[src/rtl/gss_pkg.sv]
package gss_pkg;

   localparam int SCORE_BITS = 16;
   localparam int TIME_BITS  = 32;
   localparam int COUNT_BITS = 32;
   localparam int TOTAL_BITS = SCORE_BITS + COUNT_BITS;
   localparam int GAP_BITS   = 16;
   localparam int DATA_BITS  = 32;
   localparam int ADDR_BITS  = 3;
   localparam int STEP_SPAN  = (TIME_BITS > SCORE_BITS) ? TIME_BITS : SCORE_BITS;
   localparam int STEP_BITS  = $clog2(STEP_SPAN);

   localparam logic [GAP_BITS-1:0] GAP_LOW  = GAP_BITS'(250);
   localparam logic [GAP_BITS-1:0] GAP_HIGH = GAP_BITS'(60000);

   localparam logic REG_ENABLE = 1'b0;
   localparam logic REG_GAP    = 1'b1;

   typedef enum logic [1:0] {
      ST_IDLE,
      ST_GAP,
      ST_DIV,
      ST_DONE
   } gss_state_type;

   typedef struct packed {
      logic [TIME_BITS-1:0]  event_time_ms;
      logic [SCORE_BITS-1:0] score;
   } gss_req_type;

   typedef struct packed {
      logic                  sampled;
      logic                  skipped;
      logic [COUNT_BITS-1:0] detection_count;
      logic [COUNT_BITS-1:0] sample_count;
      logic [COUNT_BITS-1:0] skip_count;
      logic [SCORE_BITS-1:0] score_min;
      logic [SCORE_BITS-1:0] score_max;
      logic [SCORE_BITS-1:0] score_mean;
      logic [SCORE_BITS-1:0] score_last;
   } gss_rsp_type;

   function automatic logic [COUNT_BITS-1:0] sat_inc(input logic [COUNT_BITS-1:0] c);
      sat_inc = (c == '1) ? c : c + COUNT_BITS'(1);
   endfunction

endpackage

[src/rtl/gated_score_statistics.sv]
// gated_score_statistics
// Input channel req_valid/req_ready/req_data carries one detection event
// (timestamp, score); every event gives exactly one result on
// rsp_valid/rsp_ready/rsp_data with the statistics after that event.
// The csr_ APB port holds the enable bit (address 0, writing 1 clears all
// statistics) and the minimum sample gap (address 4, clamped to 250..60000).
// One event is processed at a time. A disabled event goes from idle
// straight to the done state, which loads the output register. An enabled
// event first runs a bit-serial modular subtract and gap compare, one
// timestamp bit per cycle; a sample then runs a restoring divide for the
// mean, one quotient bit per cycle, unless its count is saturated, while a
// skipped event goes straight to the done state. The done state loads the
// result into the output register before the next event is taken, so a new
// event is never taken before the last one is through. req_ready is high
// when the sequencer is idle.
// The result sits in an output register, so the next event is taken while
// a stalled result waits; a finished event then holds until the output
// register frees up. Reset (synchronous) disables the block, sets the gap
// to 250, clears all statistics and empties the output register.
module gated_score_statistics
   import gss_pkg::*;
(
   input  logic                 clock,
   input  logic                 reset,
   input  logic                 req_valid,
   output logic                 req_ready,
   input  gss_req_type          req_data,
   output logic                 rsp_valid,
   input  logic                 rsp_ready,
   output gss_rsp_type          rsp_data,
   input  logic                 csr_psel,
   input  logic                 csr_penable,
   input  logic                 csr_pwrite,
   input  logic [ADDR_BITS-1:0] csr_paddr,
   input  logic [DATA_BITS-1:0] csr_pwdata,
   output logic [DATA_BITS-1:0] csr_prdata,
   output logic                 csr_pready
);

   gss_state_type          state_ff, state_in;
   logic [STEP_BITS-1:0]   step_ff, step_in;
   logic                   enable_ff, enable_in;
   logic [GAP_BITS-1:0]    gap_ff, gap_in;

   logic [COUNT_BITS-1:0]  det_ff, det_in;
   logic [COUNT_BITS-1:0]  samples_ff, samples_in;
   logic [COUNT_BITS-1:0]  skips_ff, skips_in;
   logic [TIME_BITS-1:0]   last_time_ff, last_time_in;
   logic [SCORE_BITS-1:0]  low_ff, low_in;
   logic [SCORE_BITS-1:0]  high_ff, high_in;
   logic [SCORE_BITS-1:0]  latest_ff, latest_in;
   logic [SCORE_BITS-1:0]  mean_ff, mean_in;
   logic [TOTAL_BITS-1:0]  total_ff, total_in;

   logic [TIME_BITS-1:0]   now_ff, now_in;
   logic [SCORE_BITS-1:0]  score_ff, score_in;
   logic [TIME_BITS-1:0]   now_sh_ff, now_sh_in;
   logic [TIME_BITS-1:0]   last_sh_ff, last_sh_in;
   logic [TIME_BITS-1:0]   gap_sh_ff, gap_sh_in;
   logic                   borrow_ff, borrow_in;
   logic                   lt_ff, lt_in;
   logic                   took_ff, took_in;
   logic                   gated_ff, gated_in;

   logic [COUNT_BITS-1:0]  rem_ff, rem_in;
   logic [COUNT_BITS-1:0]  div_ff, div_in;
   logic [SCORE_BITS-1:0]  lo_sh_ff, lo_sh_in;
   logic [SCORE_BITS-1:0]  q_sh_ff, q_sh_in;

   logic                   rsp_valid_ff, rsp_valid_in;
   gss_rsp_type            rsp_ff, rsp_in;

   logic                   csr_write;
   logic [GAP_BITS-1:0]    gap_wr;
   logic                   bit_a, bit_b, bit_d, bit_g, lt_next;
   logic [TOTAL_BITS-1:0]  total_sum;
   logic [COUNT_BITS-1:0]  samples_next;
   logic [COUNT_BITS:0]    trial, trial_sub;
   logic                   trial_ge;
   logic [SCORE_BITS-1:0]  q_next;
   logic                   first, frozen;

   assign csr_pready = 1'b1;
   assign csr_write  = csr_psel & csr_penable & csr_pwrite;
   assign req_ready  = (state_ff == ST_IDLE);
   assign rsp_valid  = rsp_valid_ff;
   assign rsp_data   = rsp_ff;

   always_comb begin
      case (csr_paddr[2])
         REG_ENABLE: csr_prdata = DATA_BITS'(enable_ff);
         REG_GAP:    csr_prdata = DATA_BITS'(gap_ff);
         default:    csr_prdata = '0;
      endcase
   end

   always_comb begin
      gap_wr = csr_pwdata[GAP_BITS-1:0];
      if (gap_wr < GAP_LOW) begin
         gap_wr = GAP_LOW;
      end else if (gap_wr > GAP_HIGH) begin
         gap_wr = GAP_HIGH;
      end
   end

   // serial modular subtract and compare, lsb first
   assign bit_a   = now_sh_ff[0];
   assign bit_b   = last_sh_ff[0];
   assign bit_d   = bit_a ^ bit_b ^ borrow_ff;
   assign bit_g   = gap_sh_ff[0];
   assign lt_next = (bit_d != bit_g) ? bit_g : lt_ff;

   assign first        = (samples_ff == '0);
   assign frozen       = (samples_ff == '1);
   assign samples_next = sat_inc(samples_ff);
   assign total_sum    = total_ff + TOTAL_BITS'(score_ff);

   // restoring divide, one quotient bit per step
   assign trial     = {rem_ff, lo_sh_ff[SCORE_BITS-1]};
   assign trial_sub = trial - {1'b0, div_ff};
   assign trial_ge  = (trial >= {1'b0, div_ff});
   assign q_next    = {q_sh_ff[SCORE_BITS-2:0], trial_ge};

   always_comb begin
      state_in     = state_ff;
      step_in      = step_ff;
      enable_in    = enable_ff;
      gap_in       = gap_ff;
      det_in       = det_ff;
      samples_in   = samples_ff;
      skips_in     = skips_ff;
      last_time_in = last_time_ff;
      low_in       = low_ff;
      high_in      = high_ff;
      latest_in    = latest_ff;
      mean_in      = mean_ff;
      total_in     = total_ff;
      now_in       = now_ff;
      score_in     = score_ff;
      now_sh_in    = now_sh_ff;
      last_sh_in   = last_sh_ff;
      gap_sh_in    = gap_sh_ff;
      borrow_in    = borrow_ff;
      lt_in        = lt_ff;
      took_in      = took_ff;
      gated_in     = gated_ff;
      rem_in       = rem_ff;
      div_in       = div_ff;
      lo_sh_in     = lo_sh_ff;
      q_sh_in      = q_sh_ff;
      rsp_valid_in = rsp_valid_ff;
      rsp_in       = rsp_ff;

      if (rsp_valid_ff && rsp_ready) begin
         rsp_valid_in = 1'b0;
      end

      if (csr_write) begin
         case (csr_paddr[2])
            REG_ENABLE: begin
               enable_in = csr_pwdata[0];
               if (csr_pwdata[0]) begin
                  det_in       = '0;
                  samples_in   = '0;
                  skips_in     = '0;
                  last_time_in = '0;
                  low_in       = '0;
                  high_in      = '0;
                  latest_in    = '0;
                  mean_in      = '0;
                  total_in     = '0;
               end
            end
            REG_GAP: gap_in = gap_wr;
            default: ;
         endcase
      end

      case (state_ff)
         ST_IDLE: begin
            if (req_valid) begin
               now_in     = req_data.event_time_ms;
               score_in   = req_data.score;
               now_sh_in  = req_data.event_time_ms;
               last_sh_in = last_time_ff;
               gap_sh_in  = TIME_BITS'(gap_ff);
               borrow_in  = 1'b0;
               lt_in      = 1'b0;
               step_in    = '0;
               took_in    = 1'b0;
               gated_in   = 1'b0;
               state_in   = enable_ff ? ST_GAP : ST_DONE;
            end
         end
         ST_GAP: begin
            now_sh_in  = now_sh_ff >> 1;
            last_sh_in = last_sh_ff >> 1;
            gap_sh_in  = gap_sh_ff >> 1;
            borrow_in  = (~bit_a & bit_b) | (~(bit_a ^ bit_b) & borrow_ff);
            lt_in      = lt_next;
            step_in    = step_ff + STEP_BITS'(1);
            if (step_ff == STEP_BITS'(TIME_BITS - 1)) begin
               det_in = sat_inc(det_ff);
               if (!first && lt_next) begin
                  skips_in = sat_inc(skips_ff);
                  gated_in = 1'b1;
                  state_in = ST_DONE;
               end else begin
                  took_in      = 1'b1;
                  samples_in   = samples_next;
                  last_time_in = now_ff;
                  latest_in    = score_ff;
                  if (first || score_ff < low_ff) begin
                     low_in = score_ff;
                  end
                  if (first || score_ff > high_ff) begin
                     high_in = score_ff;
                  end
                  if (!frozen) begin
                     total_in = total_sum;
                     rem_in   = total_sum[TOTAL_BITS-1:SCORE_BITS];
                     lo_sh_in = total_sum[SCORE_BITS-1:0];
                     div_in   = samples_next;
                     q_sh_in  = '0;
                     step_in  = '0;
                     state_in = ST_DIV;
                  end else begin
                     state_in = ST_DONE;
                  end
               end
            end
         end
         ST_DIV: begin
            rem_in   = trial_ge ? trial_sub[COUNT_BITS-1:0] : trial[COUNT_BITS-1:0];
            lo_sh_in = lo_sh_ff << 1;
            q_sh_in  = q_next;
            step_in  = step_ff + STEP_BITS'(1);
            if (step_ff == STEP_BITS'(SCORE_BITS - 1)) begin
               mean_in  = q_next;
               state_in = ST_DONE;
            end
         end
         ST_DONE: begin
            if (!rsp_valid_ff || rsp_ready) begin
               rsp_valid_in           = 1'b1;
               rsp_in.sampled         = took_ff;
               rsp_in.skipped         = gated_ff;
               rsp_in.detection_count = det_ff;
               rsp_in.sample_count    = samples_ff;
               rsp_in.skip_count      = skips_ff;
               rsp_in.score_min       = low_ff;
               rsp_in.score_max       = high_ff;
               rsp_in.score_mean      = mean_ff;
               rsp_in.score_last      = latest_ff;
               state_in               = ST_IDLE;
            end
         end
         default: state_in = ST_IDLE;
      endcase
   end

   always_ff @(posedge clock) begin
      if (reset) begin
         state_ff     <= ST_IDLE;
         step_ff      <= '0;
         enable_ff    <= 1'b0;
         gap_ff       <= GAP_LOW;
         det_ff       <= '0;
         samples_ff   <= '0;
         skips_ff     <= '0;
         last_time_ff <= '0;
         low_ff       <= '0;
         high_ff      <= '0;
         latest_ff    <= '0;
         mean_ff      <= '0;
         total_ff     <= '0;
         took_ff      <= 1'b0;
         gated_ff     <= 1'b0;
         rsp_valid_ff <= 1'b0;
      end else begin
         state_ff     <= state_in;
         step_ff      <= step_in;
         enable_ff    <= enable_in;
         gap_ff       <= gap_in;
         det_ff       <= det_in;
         samples_ff   <= samples_in;
         skips_ff     <= skips_in;
         last_time_ff <= last_time_in;
         low_ff       <= low_in;
         high_ff      <= high_in;
         latest_ff    <= latest_in;
         mean_ff      <= mean_in;
         total_ff     <= total_in;
         took_ff      <= took_in;
         gated_ff     <= gated_in;
         rsp_valid_ff <= rsp_valid_in;
      end
   end

   always_ff @(posedge clock) begin
      now_ff     <= now_in;
      score_ff   <= score_in;
      now_sh_ff  <= now_sh_in;
      last_sh_ff <= last_sh_in;
      gap_sh_ff  <= gap_sh_in;
      borrow_ff  <= borrow_in;
      lt_ff      <= lt_in;
      rem_ff     <= rem_in;
      div_ff     <= div_in;
      lo_sh_ff   <= lo_sh_in;
      q_sh_ff    <= q_sh_in;
      rsp_ff     <= rsp_in;
   end

   a_counts_bounded: assert property (@(posedge clock) disable iff (reset)
      (samples_ff <= det_ff) && (skips_ff <= det_ff))
      else $error("sample or skip count above detection count");

   a_min_le_max: assert property (@(posedge clock) disable iff (reset)
      low_ff <= high_ff)
      else $error("minimum score above maximum score");

   a_div_remainder: assert property (@(posedge clock) disable iff (reset)
      (state_ff == ST_DIV) |-> (div_ff != '0) && (rem_ff < div_ff))
      else $error("divider remainder out of range");

   a_flags_exclusive: assert property (@(posedge clock) disable iff (reset)
      rsp_valid_ff |-> !(rsp_ff.sampled && rsp_ff.skipped))
      else $error("result both sampled and skipped");

   a_load_when_free: assert property (@(posedge clock) disable iff (reset)
      (state_ff == ST_DONE && rsp_valid_ff && !rsp_ready) |=> (state_ff == ST_DONE))
      else $error("result lost while output stalled");

endmodule

[config.mk]
export PLATFORM = sky130hd
export DESIGN_NAME = gated_score_statistics
export DESIGN_NICKNAME = d
export VERILOG_FILES = /design/src/rtl/gss_pkg.sv /design/src/rtl/gated_score_statistics.sv
export SDC_FILE = /design/constraint.sdc
export NUM_CORES = 1
export LEC_CHECK = 0
export BUFFER_PORTS_ARGS = -buffer_cell sky130_fd_sc_hd__buf_4
export CAP_MARGIN = 25
export CORE_ASPECT_RATIO = 0.6
export CORE_MARGIN = 8
export CORE_UTILIZATION = 45
export DETAILED_ROUTE_END_ITERATION = 8
export GPL_ROUTABILITY_DRIVEN = 0
export HOLD_SLACK_MARGIN = 0.05
export PLACE_DENSITY = 0.73
export SYNTH_ARGS = -nofsm -noshare
export SYNTH_HDL_FRONTEND = slang
export SYNTH_SLANG_ARGS = --single-unit
[constraint.sdc]
create_clock -name clock -period 31.9 [get_ports clock]
set_clock_uncertainty 0.15 [all_clocks]
set_input_delay 9.57 -clock clock [delete_from_list [all_inputs] [get_ports clock]]
set_output_delay 9.57 -clock clock [all_outputs]
set_load 0.02 [all_outputs]
## After elaboration in Yosys (flattened, before gate mapping)

Cells that the tools add are included.

- Register bits after elaboration: 670
- Output and inout port bits: 197
- Latch bits: 0
- Memories: 0
- Word-level logic and storage cells: 206
- Bits in writable memories: 0
- Bits in read-only memories: 0
- Bits of input ports: 90

- Equal/unequal tests: 18
- Muxes and demuxes: 106
- Divide/modulo/power cells: 0
- Shift operators: 0
- $add $sub $neg: 6
- Bitwise gates (word level): 12
- $lt $le $gt $ge: 5
- Multipliers: 0
- Reductions and logical operators: 23

Operator list:

| cell | number |
|---|---|
| $mux 32 | 33 |
| $mux 16 | 30 |
| $mux 48 | 7 |
| $pmux 32 s2 | 5 |
| $add 32x1->32 const B | 3 |
| $eq 32x32->1 const B | 3 |
| $add 48x16->48 | 1 |
| $mux 15 | 3 |
| $ge 33x32->1 | 1 |
| $logic_not 32->1 | 1 |
| $pmux 16 s2 | 1 |
| $sub 32x32->32 | 1 |
| $pmux 15 s2 | 1 |
| $mux 5 | 4 |
| $reduce_and 4->1 | 5 |
| $gt 16x16->1 | 1 |
| $gt 16x16->1 const B | 1 |
| $lt 16x16->1 | 1 |
| $lt 16x8->1 const B | 1 |
| $pmux 5 s3 | 1 |
| $ne 2x2->1 const B | 7 |
| $reduce_and 2->1 | 6 |
| $mux 1 | 11 |
| $mux 2 | 5 |
| other kinds (20) | 37 |

## Logic depth before layout (Yosys ltp)

Gate-level depths: netlist (run 1).

- Word-level depth: 8
- Depth in mapped cells: 13
- Gate-level depth less buffers: 11

## Least setup slack after synthesis (run 1)

No wires, ideal clock.

- Kind: input-to-output
- Start: input csr_paddr[2]
- End: output csr_prdata[10]
- Setup slack: 11.920 ns
- Data required time: 22.180 ns
- Path buffers: 2
- Stages: 3
- Data arrival time: 10.260 ns
- Cells stage by stage: clkbuf_1 -> clkbuf_1 -> and2_1

- Longest elaborated chain between the ends: 2

Ends and longest elaborated chain:

| what | line | source |
|---|---|---|
| start: declaration | gated_score_statistics.sv:34 | `input logic [ADDR_BITS-1:0] csr_paddr,` |
| $not 1->1 (no line) | - |  |
| $pmux 32 s2 * | gated_score_statistics.sv:90 | `case (csr_paddr[2])` |
| end: declaration | gated_score_statistics.sv:36 | `output logic [DATA_BITS-1:0] csr_prdata,` |

Mark *: on every way between the ends. The rest lies on a longest branch, timed or not. The select of a mux whose other input is x is not followed.

## Worst setup path in the final report (run 1)

- Start: input csr_paddr[2]
- End: output csr_prdata[0]

The elaborated chain is that of the path after synthesis.

==> flow_summary.toml, run 1 <==
[timing]
worst-slew-pin-transition_ns = 1.06
slew_headroom_pct = 29.6
timing_max_transition_violations_final = 0
final_critical_path_setup_slack_ns = 11.92
grt_setup_unrepaired = "false"
setup_viol_count_final = 0
finalCriticalPeriod_ns = 19.98
hold_viol = 0
final.setup.tns_ns = 0
fin_crit_sh_pct = 62.6
fmax_mhz = 50.1

[drt]
wire_per_inst_um = 19.6
drc = 0
routed-via-count = 22600
detailedRoute.firstIterationViolations = 2294
wl_um = 77900
drt.antenna.violating_nets = 0
vias_per_cell = 5.67
drt_pre_antenna_iters = 5

[clock_network]
cts-buffers-inserted = 58
clkSinkCount = 654
postCtsSetupRepairBufs = 0
htree_levels = 2
cts.reportedPaths.clkPinSlew_ns = 0.07
clock_tree.root_cell = "sky130_fd_sc_hd__clkbuf_16"
cts-root-to-sink-buffers = 3
cts_hold_buffers = 0
cts_repair_resize_count = 0
cts_tree = "yes"
worstSkewPairLatency_ns = 0.61

[power]
sw_frac_of_total_pct = 29.6
netSwitchingPower_mw = 0.681
power_frac_comb_pct = 21.6
power.clock.fraction_pct = 30.9
power.sequential.fraction_pct = 47.5
vdd.ir_drop.worst_uv = 54.1
power_report.internal_total_mw = 1.62
leakage_nw = 12.8
power.density_cell_area_nw_per_um2 = 65.6

[global_route]
largest_net_degree_at_the_start_of_global_routing = 98
grt_antenna_before_repair = 1
grtUsageTotal_pct = 19.4
first_global_vias = 20600
gr-total-overflow = 0
first_pass_grt_wire_length_um = 121000

[setup_path]
crit_type = "input port to output port"
worstReg2RegEnd = "rem_ff[22]$_DFFE_PP_"
timing.reg2reg.worst_path_depth = 11
rrSetupSlack_ns = 27.67
path_cells = "buf_4 > mux2_2 > buf_4"
critical_path_required_ns = 22.18
rr_startpoint = "samples_ff[1]$_SDFF_PP0_"
timing.critical_path.arrival_ns = 10.26
timing.critical_path.mode_cell = "sky130_fd_sc_hd__buf_4"
setup.worst_path.end_class = "output port"
cp_top_family = "multiplexers"
timing.critical_path.from_type = "input port"
crit_path_top_delay_cell = "sky130_fd_sc_hd__mux2_2"
critical-path-max-stage-delay_ns = 0.35
critPathBufInv = 2
worst-path-max-fanout = 20

[logic_synthesis]
postSynthCellCount = 2838
number_of_flip_flops_and_latches_in_the_synthesized_netlist = 654
postSynth.asyncResetShare_pct = 0
synth-seq-area-share_pct = 55.8
post_synthesis_instance_area_sq_um = 30400
postSynth.topFlopCell = "sky130_fd_sc_hd__edfxtp_1"
avgSynthCellArea_sq_um = 10.7
ys_warn_count = 0
synth_edf_count = 387
ys_types = 77

[outcome]
result_of_the_run = "finished clean"

[floorplan]
chipWidth_um = 351
start_util_pct = 45.7
io_pins = 287
floorplan.die.height_um = 217
floorplan.rows = 73
die_area_sq_um = 76400
core-area_sq_um = 66500

[hold_path]
timing.hold.worst_path_depth = 0
hp-class = "flop to flop"
hp-start = "mean_ff[8]$_SDFF_PP0_"
holdPathEnd = "rsp_data[24]$_DFFE_PP_"

[cells_and_area]
regArea_sq_um = 17000
syn_to_final_growth_pct = 15.3
fillerInstances = 5754
multiInputGateArea_sq_um = 12400
nets = 3209
layout-drive-gt1-share_pct = 15.9

[placed_design]
i_o_buffers = 251
dp_hpwl_um = 52400
dp_slack_ns = 11.93

[flow_run]
maxCapViolations = 0
==> layout make-up <==
type                    instances  share of cell area (%)
flip-flops and latches        654                    48.4
clock inverters                33                   0.821
diodes                          2                  0.0143
well taps                     900                    3.21
multi-input cells            1931                    35.5
inverters                      96                    1.03
repair buffers                284                    6.30
clock buffers                  77                    4.67
==> cells in the mapped netlist (all sizes together), types with 23 or more instances <==
| master | count | area (sq um) |
|---|---|---|
| nand4 | 69 | 438 |
| buf | 40 | 235 |
| a221oi | 23 | 201 |
| nand2 | 247 | 927 |
| xnor2 | 61 | 534 |
| inv | 96 | 360 |
| o21ai | 127 | 636 |
| clkbuf | 132 | 495 |
| nor2b | 24 | 150 |
| and2 | 47 | 294 |
| nand2b | 32 | 200 |
| mux2i | 72 | 721 |
| mux2 | 84 | 946 |
| or3 | 34 | 213 |
| and3 | 45 | 282 |
| xor2 | 57 | 499 |
| nand3 | 148 | 741 |
| a21oi | 225 | 1130 |
| ha | 91 | 1140 |
| nor2 | 184 | 691 |
| nor3 | 61 | 305 |
| dfxtp | 267 | 5350 |
| edfxtp | 387 | 11600 |
| a21o | 31 | 233 |
| a211oi | 23 | 173 |
==> through the flow <==
stage | std cells | hold slack, ns | util, % | cell area, sq um | power (mW)
2_1_floorplan | 2853 | 0.256 | - | 30400 | 1.46
3_3_place_gp | 3860 | 0.264 | 49.6 | 33000 | 1.59
3_5_place_dp | 3861 | 0.266 | 49.6 | 33000 | 1.60
4_1_cts | 3971 | 0.284 | 52.5 | 34900 | 2.31
5_1_grt | 3975 | 0.291 | 52.7 | 35000 | 2.40
6_report | 3977 | 0.281 | 52.7 | 35000 | 2.30
==> registers in the layout (all words and copies together), names as in the netlist, 5 cells and up <==
register and flops:
rsp_data 162, total_ff 48, det_ff 32, div_ff 32, last_sh_ff 32, last_time_ff 32
now_ff 32, now_sh_ff 32, rem_ff 32, samples_ff 32, skips_ff 32, gap_ff 16
gap_sh_ff 16, high_ff 16, latest_ff 16, lo_sh_ff 16, low_ff 16, mean_ff 16
score_ff 16, q_sh_ff 15, step_ff 5
==> cells by family (layout without fill, tap and decap cells) <==
family / after synthesis / after routing / synth area share, %
adders and majority gates: 95 / 95 / 3.98
and+or+nand+nor: 958 / 958 / 15.7
xor gates and xnor gates: 118 / 118 / 3.40
buffers and inverters: 268 / 490 / 3.59
other: 2 / 19 / 0.0247
muxes: 156 / 156 / 5.48
AOI/OAI and AO/OA: 587 / 587 / 12.0
DFF: 654 / 654 / 55.8
==> worst max-delay path by stage <==
stage	from	to	slack, ns	cells past startpoint
after CTS	csr_paddr[2]	csr_prdata[0]	11.93	3
after floorplan	csr_paddr[2]	csr_prdata[10]	11.92	3
after global routing	csr_paddr[2]	csr_prdata[0]	11.90	3
after global placement	csr_paddr[2]	csr_prdata[0]	11.94	3
after detailed placement	csr_paddr[2]	csr_prdata[0]	11.93	3
final	csr_paddr[2]	csr_prdata[0]	11.92	3
==> cells in the final DEF, fill, tap and decap left out, types with 17 or more instances in the layout <==
cell type and count:
sky130_fd_sc_hd__clkbuf_16 62, sky130_fd_sc_hd__edfxtp_1 387, sky130_fd_sc_hd__nand2_1 244, sky130_fd_sc_hd__inv_1 94
sky130_fd_sc_hd__mux2_2 84, sky130_fd_sc_hd__dfxtp_1 267, sky130_fd_sc_hd__nor3_1 61, sky130_fd_sc_hd__and3_1 45
sky130_fd_sc_hd__a221oi_1 23, sky130_fd_sc_hd__buf_4 279, sky130_fd_sc_hd__a21o_1 31, sky130_fd_sc_hd__o21a_1 19
sky130_fd_sc_hd__and2_1 45, sky130_fd_sc_hd__conb_1 17, sky130_fd_sc_hd__xnor2_1 61, sky130_fd_sc_hd__nand4_1 68
sky130_fd_sc_hd__a311oi_1 20, sky130_fd_sc_hd__xor2_1 57, sky130_fd_sc_hd__a31oi_1 21, sky130_fd_sc_hd__a211oi_1 23
sky130_fd_sc_hd__nor2_1 183, sky130_fd_sc_hd__or3_1 34, sky130_fd_sc_hd__nand2b_1 32, sky130_fd_sc_hd__o21ai_0 123
sky130_fd_sc_hd__nand3_1 148, sky130_fd_sc_hd__a21oi_1 225, sky130_fd_sc_hd__ha_1 89, sky130_fd_sc_hd__mux2i_1 72
sky130_fd_sc_hd__nor2b_1 23
==> layer usage <==
metal | track usage (%) | wire length (um) | part of all wire, %
met4 | 3.66 | 1260 | 1.6
met1 | 30.9 | 38100 | 49
met2 | 26.3 | 31000 | 40
met3 | 4.81 | 7490 | 9.6
met5 | 0 | 0 | 0
==> power groups by stage <==
| stage | clock [mW] | combinational [mW] | sequential [mW] |
|---|---|---|---|
| 2_1_floorplan | 0 | 0.313 | 1.14 |
| 3_3_place_gp | 0 | 0.482 | 1.11 |
| 3_5_place_dp | 0 | 0.488 | 1.11 |
| 4_1_cts | 0.724 | 0.491 | 1.09 |
| 5_1_grt | 0.757 | 0.539 | 1.10 |
| 6_report | 0.709 | 0.496 | 1.09 |
==> worst register-to-register path: stages, from the launching register on <==
cell	delay [ns]
sky130_fd_sc_hd__dfxtp_1	0.38
sky130_fd_sc_hd__inv_1	0.12
sky130_fd_sc_hd__ha_1	0.15
sky130_fd_sc_hd__nor4b_1	0.34
sky130_fd_sc_hd__nand4_1	0.42
sky130_fd_sc_hd__o21ai_1	0.28
sky130_fd_sc_hd__and2_1	0.21
sky130_fd_sc_hd__nand2_2	0.38
sky130_fd_sc_hd__buf_4	0.44
sky130_fd_sc_hd__o21ai_4	0.23
sky130_fd_sc_hd__buf_16	0.23
sky130_fd_sc_hd__buf_4	0.52
No activity file was read; power rests on OpenSTA's default activity.
==> run 2: changes to the inputs <==
Settings changed: ABC_AREA set to 1, PLACE_DENSITY 0.73 to 0.75.
Clock period 31.9 ns to 17.9 ns, I/O delays scaled along.
==> run 2 against run 1 <==
First-iteration DRC count up 52%. Clock power up 88%. Largest cell class unchanged. Worst hold slack worse by 0.0016 ns. Critical endpoint unchanged. Combinational power up 60%. Power up 77%.
==> flow_summary.toml, run 2 <==
[cells_and_area]
regArea_sq_um = 17000
nets = 4542
fillerInstances = 6829
utilization_pct = 51.8
multiInputGateArea_sq_um = 14300
layout_common_cells = "sky130_fd_sc_hd__nand2_1 (1288), sky130_fd_sc_hd__inv_1 (426), sky130_fd_sc_hd__nor2_1 (405)"
largest_register_ffs = 162
layout-drive-gt1-share_pct = 10.5
layout_commonest_cell = "sky130_fd_sc_hd__nand2_1"
design_area_sq_um = 38300
final-instance-count-excl-fill = 5398
syn_to_final_growth_pct = 13.5

[logic_synthesis]
post_synthesis_instance_area_sq_um = 33700
synth-seq-area-share_pct = 50.3
postSynthCellCount = 4191
synth_xor_xnor_area_share_pct = 1.61
post-synth-top-area-cell = "sky130_fd_sc_hd__edfxtp_1"
synthDominantCellAreaShare_pct = 34.5
avgSynthCellArea_sq_um = 8.04
synth_commonest_cells = "sky130_fd_sc_hd__nand2_1 (1288), sky130_fd_sc_hd__inv_1 (427), sky130_fd_sc_hd__nor2_1 (405), sky130_fd_sc_hd__edfxtp_1 (387), sky130_fd_sc_hd__dfxtp_1 (267)"
simple_gate_share_of_the_synthesized_area_pct = 27.4
post-synth-top-count-cell = "sky130_fd_sc_hd__nand2_1"
synth_top_cells_by_area = "sky130_fd_sc_hd__edfxtp_1 (34%), sky130_fd_sc_hd__dfxtp_1 (16%), sky130_fd_sc_hd__nand2_1 (14%)"
ys_types = 60
muxShareOfSynthArea_pct = 0
main_combinational_cell_family_by_area_after_synthesis = "simple AND/OR/NAND/NOR gates"
synth_edf_count = 387
postSynth.topFlopCell = "sky130_fd_sc_hd__edfxtp_1"
synth-compound-area-share_pct = 9.48
synth_adder_area_share_pct = 3.56
postSynth.asyncResetShare_pct = 0
number_of_flip_flops_and_latches_in_the_synthesized_netlist = 654
ys_warn_count = 0

[timing]
slew_headroom_pct = 33.6
finalCriticalPeriod_ns = 11.82
final.setup.tns_ns = 0
timing_max_transition_violations_final = 0
worst-slew-pin-transition_ns = 0.996
grt_setup_unrepaired = "false"
fin_crit_sh_pct = 66.0
hold_viol = 0
hold_ws_ns = 0.280
fmax_mhz = 84.6
setup_viol_count_final = 0
final_critical_path_setup_slack_ns = 6.08

[clock_network]
cts-root-to-sink-buffers = 3
cts_hold_buffers = 0
cts_repair_resize_count = 0
clkSinkCount = 654
postCtsSetupRepairBufs = 0
worstSkewPairLatency_ns = 0.66
cts-buffers-inserted = 59
cts.reportedPaths.clkPinSlew_ns = 0.07
clock_tree.root_cell = "sky130_fd_sc_hd__clkbuf_16"
htree_levels = 2
cts_tree = "yes"

[power]
netSwitchingPower_mw = 1.25
power.density_cell_area_nw_per_um2 = 106
leakage_nw = 16.3
power_report.internal_total_mw = 2.81
power.sequential.fraction_pct = 47.6
vdd.ir_drop.worst_uv = 86.0
power.clock.fraction_pct = 32.8
power_frac_comb_pct = 19.6
sw_frac_of_total_pct = 30.8
post-layout-total-power_mw = 4.06

[setup_path]
setup.worst_path.start = "csr_paddr[2]"
worst-path-max-fanout = 21
rrSetupSlack_ns = 13.56
critical_path_required_ns = 12.38
rr_startpoint = "step_ff[0]$_SDFFE_PP0P_"
timing.critical_path.arrival_ns = 6.30
timing.reg2reg.worst_path_depth = 10
crit_type = "input port to output port"
worstReg2RegEnd = "lo_sh_ff[1]$_DFFE_PP_"
timing.critical_path.from_type = "input port"
setup.worst_path.end_class = "output port"

[drt]
routed-via-count = 29400
drt.antenna.violating_nets = 0
drt_pre_antenna_iters = 7
vias_per_cell = 5.44
wire_per_inst_um = 18.1
detailedRoute.firstIterationViolations = 3496
wl_um = 97600
drc = 0

[global_route]
first_global_vias = 26400
first_pass_grt_wire_length_um = 150000
grtUsageTotal_pct = 22.0
grt_antenna_before_repair = 8
gr-total-overflow = 0
largest_net_degree_at_the_start_of_global_routing = 99

[floorplan]
floorplan.rows = 77
io_pins = 287
chipWidth_um = 369
die_area_sq_um = 84200
core-area_sq_um = 73900
start_util_pct = 45.6
floorplan.die.height_um = 228

[placed_design]
dp_slack_ns = 6.11
dp_hpwl_um = 68200
i_o_buffers = 251
dp_cells = 5282
placed_area_sq_um = 36200

[hold_path]
holdPathEnd = "rsp_data[25]$_DFFE_PP_"
hp-start = "mean_ff[9]$_SDFF_PP0_"
timing.hold.worst_path_depth = 0
hp-class = "flop to flop"

[flow_run]
maxCapViolations = 0

[outcome]
result_of_the_run = "finished clean"
run 2: cell types whose count changed in the layout (fill, tap and decap cells not counted), sizes merged, moves of 40 or more:
| cell | before | now |
|---|---|---|
| xnor2 | 61 | 21 |
| mux2 | 84 | 0 |
| and2 | 47 | 5 |
| and3 | 45 | 1 |
| mux2i | 72 | 0 |
| nand3 | 148 | 253 |
| nand3b | 6 | 53 |
| inv | 100 | 445 |
| o21ai | 127 | 208 |
| nor2 | 184 | 413 |
| nand2 | 247 | 1304 |
| a21oi | 225 | 270 |
run 2: metal layers:
| layer | vias up | global-route usage (%) | share of wire [%] |
|---|---|---|---|
| li1 | 14100 | - | - |
| met1 | 13500 | 33.3 | 45 |
| met2 | 1577 | 29.9 | 39 |
| met3 | 166 | 7.24 | 14 |
| met4 | 2 | 5.33 | 2.2 |
| met5 | - | 0 | 0.012 |
run 2: final cells by class:
class / count / area share, %
multi-input combinational: 2925 / 37.3
clock buffer: 78 / 4.21
tap: 987 / 3.23
antenna: 3 / 0.0196
timing repair buffer: 275 / 5.48
inverter: 443 / 4.38
clock inverter: 33 / 1.01
sequential: 654 / 44.3
run 2: cells by family (layout without fill, tap and decap cells):
family | count (synthesis) | after routing
AO/OA/AOI/OAI | 582 | 582
AND/OR/NAND/NOR | 2170 | 2170
XOR/XNOR | 62 | 62
buffers and inverters | 627 | 829
adder cells (fa/ha/maj) | 94 | 94
other | 2 | 20
flip-flops | 654 | 654
run 2: worst max-delay path by stage:
stage,to,slack [ns],depth (start not counted)
final,csr_prdata[0],6.08,5
after floorplan,rsp_data[0]$_DFFE_PP_,3.86,2
after detailed placement,csr_prdata[0],6.11,5
after CTS,csr_prdata[0],6.11,5
after global placement,csr_prdata[0],6.12,5
after global routing,csr_prdata[0],6.05,5
run 2: power groups by stage:
| stage | registers [mW] | clock network (mW) | logic, mW |
|---|---|---|---|
| floorplan | 2.02 | 0 | 0.482 |
| global placement | 1.96 | 0 | 0.775 |
| detailed placement | 1.96 | 0 | 0.788 |
| CTS | 1.93 | 1.35 | 0.793 |
| global route | 1.95 | 1.41 | 0.877 |
| finish | 1.93 | 1.33 | 0.796 |
run 2: worst max-delay path, stage by stage:
cell and delay (ns):
sky130_fd_sc_hd__buf_4 0.20, sky130_fd_sc_hd__inv_2 0.37, sky130_fd_sc_hd__nand2_1 0.09, sky130_fd_sc_hd__nand2_1 0.11, sky130_fd_sc_hd__buf_4 0.15
